## config.mk

```make
export PLATFORM = sky130hd
export DESIGN_NAME = life_automaton_grid_step_unit_flat
export DESIGN_NICKNAME = d
export VERILOG_FILES = /design/src/design/lags_pkg.sv /design/src/design/lags_if.sv /design/src/design/lags_row_unit.sv /design/src/design/life_automaton_grid_step_unit.sv /design/src/flat_wrapper.sv
export SDC_FILE = /design/constraint.sdc
export NUM_CORES = 1
export LEC_CHECK = 0
export BUFFER_PORTS_ARGS = -buffer_cell sky130_fd_sc_hd__buf_2
export CAP_MARGIN = 0
export CELL_PAD_IN_SITES_DETAIL_PLACEMENT = 2
export CELL_PAD_IN_SITES_GLOBAL_PLACEMENT = 2
export CORE_MARGIN = 4
export CORE_UTILIZATION = 40
export CTS_CLUSTER_SIZE = 12
export DETAILED_ROUTE_END_ITERATION = 6
export HOLD_SLACK_MARGIN = 0.05
export PLACE_DENSITY_LB_ADDON = 0.1
export SETUP_SLACK_MARGIN = 0.2
export SYNTH_ARGS = -nofsm -noshare
export SYNTH_HDL_FRONTEND = slang
export SYNTH_HIERARCHICAL = 1
export SYNTH_SLANG_ARGS = --single-unit
```

## constraint.sdc

```tcl
create_clock -name i_clk -period 15.85 [get_ports i_clk]
set_input_delay 0.7925 -clock i_clk [delete_from_list [all_inputs] [get_ports i_clk]]
set_output_delay 0.7925 -clock i_clk [all_outputs]
set_load 0.03 [all_outputs]
```

## src/design/lags_pkg.sv

```systemverilog
`default_nettype none

package lags_pkg;

    // Default grid size.
    localparam int ROWS_DEF = 16;
    localparam int COLS_DEF = 32;

    // Widths of the command and result beats.
    localparam int CMD_W     = 2;
    localparam int ROW_IDX_W = 4;
    localparam int CELLS_W   = 32;

    // Widest row that the grid can hold.
    localparam int MAX_W = 64;

    // Neighbor counts of rule B3/S23.
    localparam logic [3:0] BIRTH_COUNT = 4'd3;
    localparam logic [3:0] KEEP_COUNT  = 4'd2;

    typedef enum logic [CMD_W-1:0] {
        CMD_WRITE = 2'd0,
        CMD_STEP  = 2'd1,
        CMD_READ  = 2'd2
    } t_cmd;

endpackage

`default_nettype wire

```

## src/design/lags_if.sv

```systemverilog
`default_nettype none

interface lags_cmd_if;
    import lags_pkg::*;

    logic                 valid;
    logic                 ready;
    logic [CMD_W-1:0]     command;
    logic [ROW_IDX_W-1:0] row_index;
    logic [CELLS_W-1:0]   row_cells_in;

    modport source (output valid, output command, output row_index, output row_cells_in,
                    input ready);
    modport sink (input valid, input command, input row_index, input row_cells_in,
                  output ready);
endinterface

interface lags_row_if;
    import lags_pkg::*;

    logic               valid;
    logic               ready;
    logic [CELLS_W-1:0] row_cells_out;

    modport source (output valid, output row_cells_out, input ready);
    modport sink (input valid, input row_cells_out, output ready);
endinterface

`default_nettype wire

```

## src/design/lags_row_unit.sv

```systemverilog
`default_nettype none

// Next generation of one row from the old rows above, at and below it.
// The first and last columns pass through unchanged.
module lags_row_unit import lags_pkg::*; #(
    parameter int COLS = COLS_DEF
) (
    input  logic [COLS-1:0] i_above,
    input  logic [COLS-1:0] i_mid,
    input  logic [COLS-1:0] i_below,
    output logic [COLS-1:0] o_next
);

    always_comb begin : p_rule
        logic [3:0] nbr;
        nbr    = '0;
        o_next = i_mid;
        for (int c = 1; c < COLS - 1; c++) begin
            nbr = 4'(i_above[c-1]) + 4'(i_above[c]) + 4'(i_above[c+1])
                + 4'(i_mid[c-1])                    + 4'(i_mid[c+1])
                + 4'(i_below[c-1]) + 4'(i_below[c]) + 4'(i_below[c+1]);
            o_next[c] = (nbr == BIRTH_COUNT) || (i_mid[c] && (nbr == KEEP_COUNT));
        end
    end

endmodule

`default_nettype wire

```

## src/design/life_automaton_grid_step_unit.sv

```systemverilog
// Channel   Dir  Modport  Payload                                  Beat means
// i_cmd     in   sink     command, row_index, row_cells_in         one command
// o_res     out  source   row_cells_out                            one row read back
//
// A write is stored when it is taken; a read goes through S_RDATA, then waits for
// o_res.ready in S_RESULT. In a step the grid row memory has one read port, so the
// sequencer streams the rows through a three-row window, one row a cycle, and the
// shared row unit writes back each interior row once its old neighbors are in it.
// i_cmd.ready is low while a step or a read is in progress or a result waits.
// Reset (synchronous, active low) marks every row invalid, so all cells read dead.
`default_nettype none

module life_automaton_grid_step_unit import lags_pkg::*; #(
    parameter int ROWS = ROWS_DEF,
    parameter int COLS = COLS_DEF
) (
    input  logic        i_clk,
    input  logic        i_rst_n,
    lags_cmd_if.sink    i_cmd,
    lags_row_if.source  o_res
);

    // Row address, step counter (it must reach ROWS + 1) and a width that holds both
    // the command's row index and ROWS for the range compare.
    localparam int AW = $clog2(ROWS);
    localparam int CW = $clog2(ROWS + 2);
    localparam int XW = ((CW > ROW_IDX_W) ? CW : ROW_IDX_W) + 1;

    typedef enum logic [1:0] {
        S_IDLE,
        S_STEP,
        S_RDATA,
        S_RESULT
    } t_state;

    t_state             r_state;
    logic [CW-1:0]      r_cnt;
    logic               r_out_valid;
    logic [CELLS_W-1:0] r_out;
    logic               r_rd_ok;

    // Grid storage: one row per entry, with a valid bit per row so that reset
    // clears the whole grid at once.
    logic [COLS-1:0]    r_mem [ROWS];
    logic [ROWS-1:0]    r_vld;
    logic [COLS-1:0]    r_rdata;
    logic               r_rvld;

    // Window of three old rows for the step.
    logic [COLS-1:0]    r_above;
    logic [COLS-1:0]    r_mid;
    logic [COLS-1:0]    r_below;

    logic               in_ready;
    logic               in_acc;
    logic [XW-1:0]      in_row_x;
    logic               in_row_ok;
    logic [MAX_W-1:0]   in_cells_x;
    logic [MAX_W-1:0]   rdata_x;
    logic [COLS-1:0]    rd_eff;
    logic [CW-1:0]      cnt_m3;
    logic [COLS-1:0]    next_row;

    logic               rd_en;
    logic [AW-1:0]      rd_addr;
    logic               wr_en;
    logic [AW-1:0]      wr_addr;
    logic [COLS-1:0]    wr_data;

    assign in_ready       = (r_state == S_IDLE);
    assign in_acc         = i_cmd.valid && in_ready;
    assign i_cmd.ready    = in_ready;
    assign o_res.valid    = r_out_valid;
    assign o_res.row_cells_out = r_out;

    assign in_row_x   = XW'(i_cmd.row_index);
    assign in_row_ok  = in_row_x < XW'(ROWS);
    assign in_cells_x = MAX_W'(i_cmd.row_cells_in);
    assign rdata_x    = MAX_W'(r_rdata);
    assign rd_eff     = r_rvld ? r_rdata : '0;
    assign cnt_m3     = r_cnt - CW'(3);

    lags_row_unit #(
        .COLS (COLS)
    ) u_row (
        .i_above (r_above),
        .i_mid   (r_mid),
        .i_below (r_below),
        .o_next  (next_row)
    );

    // Port selection. During a step, count value c reads row c, and from c = 4 on it
    // writes back row c - 3, whose old neighbors are then all in the window.
    always_comb begin
        rd_en   = 1'b0;
        rd_addr = in_row_x[AW-1:0];
        wr_en   = 1'b0;
        wr_addr = in_row_x[AW-1:0];
        wr_data = in_cells_x[COLS-1:0];
        if (r_state == S_STEP) begin
            rd_en   = r_cnt < CW'(ROWS);
            rd_addr = r_cnt[AW-1:0];
            wr_en   = r_cnt >= CW'(4);
            wr_addr = cnt_m3[AW-1:0];
            wr_data = next_row;
        end else if (in_acc && in_row_ok) begin
            rd_en = (i_cmd.command == CMD_READ);
            wr_en = (i_cmd.command == CMD_WRITE);
        end
    end

    always_ff @(posedge i_clk) begin
        if (wr_en) begin
            r_mem[wr_addr] <= wr_data;
        end
        if (rd_en) begin
            r_rdata <= r_mem[rd_addr];
            r_rvld  <= r_vld[rd_addr];
        end
    end

    always_ff @(posedge i_clk) begin
        if (!i_rst_n) begin
            r_vld <= '0;
        end else if (wr_en) begin
            r_vld[wr_addr] <= 1'b1;
        end
    end

    // The window shifts one old row in per cycle once the first read returns.
    always_ff @(posedge i_clk) begin
        if (r_state == S_STEP && r_cnt != '0) begin
            r_above <= r_mid;
            r_mid   <= r_below;
            r_below <= rd_eff;
        end
    end

    always_ff @(posedge i_clk) begin
        if (!i_rst_n) begin
            r_state     <= S_IDLE;
            r_cnt       <= '0;
            r_out_valid <= 1'b0;
        end else begin
            case (r_state)
                S_IDLE: begin
                    if (in_acc) begin
                        case (i_cmd.command)
                            CMD_STEP: begin
                                r_state <= S_STEP;
                                r_cnt   <= '0;
                            end
                            CMD_READ: begin
                                r_state <= S_RDATA;
                                r_rd_ok <= in_row_ok;
                            end
                            default: begin
                                r_state <= S_IDLE;
                            end
                        endcase
                    end
                end
                S_STEP: begin
                    r_cnt <= r_cnt + CW'(1);
                    if (r_cnt == CW'(ROWS + 1)) begin
                        r_state <= S_IDLE;
                    end
                end
                S_RDATA: begin
                    // A row outside the grid or never written reads as all dead.
                    r_out       <= (r_rd_ok && r_rvld) ? rdata_x[CELLS_W-1:0] : '0;
                    r_out_valid <= 1'b1;
                    r_state     <= S_RESULT;
                end
                S_RESULT: begin
                    if (o_res.ready) begin
                        r_out_valid <= 1'b0;
                        r_state     <= S_IDLE;
                    end
                end
                default: begin
                    r_state <= S_IDLE;
                end
            endcase
        end
    end

endmodule

`default_nettype wire

```

## src/flat_wrapper.sv

```systemverilog
// flat-port wrapper written by rule: the top's interface ports become plain ports
module life_automaton_grid_step_unit_flat import lags_pkg::*;
#(
    parameter int ROWS = ROWS_DEF,
    parameter int COLS = COLS_DEF
)
  (i_clk, i_rst_n, i_cmd_valid, i_cmd_command, i_cmd_row_index, i_cmd_row_cells_in, i_cmd_ready, o_res_valid, o_res_row_cells_out, o_res_ready);
  lags_cmd_if i_cmd_i ();
  lags_row_if o_res_i ();
  input  logic i_clk;
  input  logic i_rst_n;
  input wire logic [$bits(i_cmd_i.valid)-1:0] i_cmd_valid;
  input wire logic [$bits(i_cmd_i.command)-1:0] i_cmd_command;
  input wire logic [$bits(i_cmd_i.row_index)-1:0] i_cmd_row_index;
  input wire logic [$bits(i_cmd_i.row_cells_in)-1:0] i_cmd_row_cells_in;
  output wire logic [$bits(i_cmd_i.ready)-1:0] i_cmd_ready;
  output wire logic [$bits(o_res_i.valid)-1:0] o_res_valid;
  output wire logic [$bits(o_res_i.row_cells_out)-1:0] o_res_row_cells_out;
  input wire logic [$bits(o_res_i.ready)-1:0] o_res_ready;
  assign i_cmd_i.valid = i_cmd_valid;
  assign i_cmd_i.command = i_cmd_command;
  assign i_cmd_i.row_index = i_cmd_row_index;
  assign i_cmd_i.row_cells_in = i_cmd_row_cells_in;
  assign i_cmd_ready = i_cmd_i.ready;
  assign o_res_valid = o_res_i.valid;
  assign o_res_row_cells_out = o_res_i.row_cells_out;
  assign o_res_i.ready = o_res_ready;
  life_automaton_grid_step_unit #(.ROWS(ROWS), .COLS(COLS)) u_core (.i_clk(i_clk), .i_rst_n(i_rst_n), .i_cmd(i_cmd_i), .o_res(o_res_i));
endmodule
```

==> impl_metrics.toml <==
[timing]
worstMarginPinSlew_ns = 1.06
finalSetupTns_ns = 0
hold_slack_ns = 0.449
setup_viol = 0
drv_slew = 0
layout_worst_path_cycle_share = 0.290
skew_ns = 0.0273
hold_viol_final = 0
max_clock_freq_ghz = 0.218
fin_crit_ns = 4.59
setup_ws_ns = 11.26
rsz0062_at_grt = "no"
slew_headroom = 0.291

[place]
dp_hpwl_mm = 64.4
dp.cells = 3452
pre_cts_slack_ns = 11.35
gp_congestion = 0.760
portBuffers = 75

[detailed_routing]
ant_nets = 0
wl_met3_mm = 5.80
drtPass1Iterations = 5
wire_per_inst_um = 28.6
wl_met2_mm = 48.2
dr.max_layer_used = "met5"
viasPerCell = 5.70
vias = 20500
drc_errors = 0
first_iter_violations = 1586
drt-met1-wl_mm = 46.4
wl_mm = 103

[logic_synthesis]
synthTopCellsByCount = "edfxtp_1, inv_1, mux2i_1"
synth_area_leader_cell = "edfxtp_1"
synth_cells = 2372
synth_flop_cell = "edfxtp_1"
seq_area_frac_synth = 0.616
synth_edf_count = 673
synth_area_um2 = 33600
synth_area_leaders = "edfxtp_1, fa_1, mux2i_1, ha_1, inv_1"
syn_nets = 2627
yosys_warnings = 6
syn_area_per_cell_um2 = 14.2
ys_async_sr_fraction = 0
synth_cell_types = 52
synth_seq_cells = 697
yosysMostFrequentCell = "edfxtp_1"
yosys.area.top_type_share = 0.602

[pwr]
p_leak_nw = 14.1
p_per_area_nw_per_um2 = 114
peakVddDrop_uv = 84.8

[critical_path]
crit_type = "reg2reg"
crit_required_ns = 16.23
r2r_setup_slack_ns = 11.26
worstPathArrival_ns = 4.97
worstSetupEndpointType = "flip-flop"
setup.worst_path.start_class = "flip-flop"
cp_max_fo = 57
slowest_delay_ns = 0.84
path_common_cell = "buf_4"
crit_chain = "nand3b_1 > buf_4 > a21boi_4 > buf_4 > buf_4 > mux2i_1 > o22ai_1 > or3b_1"
crit_slowest_cell = "dfxtp_1"

[die]
rows = 106
io_pins = 76
initial_core_util = 0.403
core_um2 = 83400
die_area_um2 = 88700
die_w_um = 298
die_h_um = 298

[global_route]
grt_usage = 0.231
first_global_vias = 22700
gr-total-overflow = 0
antenna_found_initial = 10
grt_pass1_wl_mm = 153
grt_max_degree = 67

[cts]
cts.sinks = 697
cts_buffers = 81
clockBufferDepth = 3
htree_levels = 3
postCtsSetupBuffers = 0
worstSkewPairLatency_ns = 0.64
path_clk_slew_ns = 0.06
cts-hold-fix-buffers = 0
cts-resized-gates = 0
cts_tree = "done"
cts_root_buf = "clkbuf_16"

[worst_hold_path]
hp-class = "reg2reg"

[layout]
stdcell_count = 3602
finalNetCount = 2710
drive_above_1_share = 0.139
syn2layout_area_growth_pct = 12.3

[outcome]
status = "finished clean"

[job]
maxCapViolCount = 0
[layer usage]
layer	vias up	global-route usage
li1	8900	-
met1	10900	0.325
met2	544	0.374
met3	162	0.0404
met4	8	0.0593
met5	-	0
[power breakdown]
group          switching (W)  internal (W)  leakage [nW]
clock               0.000765       0.00101          1.21
sequential         0.0000210       0.00207          6.29
combinational       0.000280      0.000131          6.62
total                0.00107       0.00322          14.1
[sequential cells by signal, summed over array words and instances (netlist names)]
signal                      count
u_core/r_mem                  512
u_core/r_vld                   16
u_core/o_res.row_cells_out     32
u_core/r_cnt                    5
u_core/r_rdata                 32
u_core/r_state                  2
u_core/r_below                 32
u_core/r_above                 32
u_core/o_res.valid              1
u_core/r_rvld                   1
u_core/r_mid                   32
[cells in the final DEF (no fill, tap or decap), types with 4 or more instances in the layout]
cell type	count
inv_1	288
a32oi_1	34
dfxtp_1	23
o21ai_0	34
clkinv_1	21
buf_2	74
clkbuf_16	83
or3b_1	33
buf_4	45
a21oi_1	64
nand3_1	33
edfxtp_1	673
clkbuf_1	22
and2_1	33
o211ai_1	132
or2_0	11
mux2_2	95
nor2_4	17
clkbuf_8	4
or2_1	18
clkinv_2	9
ha_1	93
mux2i_1	200
o22ai_1	66
xnor2_1	4
nand2_1	175
nor2_1	7
nor3_1	4
nand4_1	34
mux2_1	6
fa_1	120
o21a_1	17
[worst max-delay path, delay by kind of cell (launching register included)]
family                 cells  cell delay [ns]
buffers and inverters      3             2.05
flip-flops                 1             0.84
AND/OR/NAND/NOR            2             0.61
AO/OA/AOI/OAI              2             0.40
multiplexers               1             0.31
[layout make-up]
type	count	area, um^2
inverter	289	1080
sequential	697	20700
clock buffer	109	2210
fill	7954	45700
multi-input combinational	1267	11400
timing repair buffer	119	708
clock inverter	40	277
tap	1080	1350
antenna	1	2.50
[metrics by stage]
stage                     power, W  utilization  instance area (um^2)
after CTS                  0.00433        0.452                 37700
after floorplan            0.00238            -                 33600
final                      0.00428        0.452                 37700
after detailed placement   0.00254        0.422                 35200
after global routing       0.00444        0.452                 37700
after global placement     0.00252        0.422                 35200
[path summary, 6_finish.rpt]
check / start / to / cells after the start
worst max-delay path: u_core/r_state[1]$_SDFFE_PN0P_ / u_core/r_rdata[14]$_DFFE_PP_ / 8
worst min-delay path: u_core/r_below[19]$_SDFFCE_PN0P_ / u_core/r_mid[19]$_DFFE_PP_ / 0
worst max register to register: u_core/r_state[1]$_SDFFE_PN0P_ / u_core/r_rdata[14]$_DFFE_PP_ / 8
worst min register to register: u_core/r_below[19]$_SDFFCE_PN0P_ / u_core/r_mid[19]$_DFFE_PP_ / 0
[cells by family (layout without fill, tap and decap cells)]
group,count (synthesis),count (layout),synth area share
AOI/OAI and AO/OA,367,367,0.0745
DFF,697,697,0.616
other,0,1,0
muxes,302,302,0.0937
xor gates and xnor gates,4,4,0.00104
buffers and inverters,408,557,0.0505
and+or+nand+nor,381,381,0.0582
adders and majority gates,213,213,0.106
No activity file was read; power rests on OpenSTA's default activity.
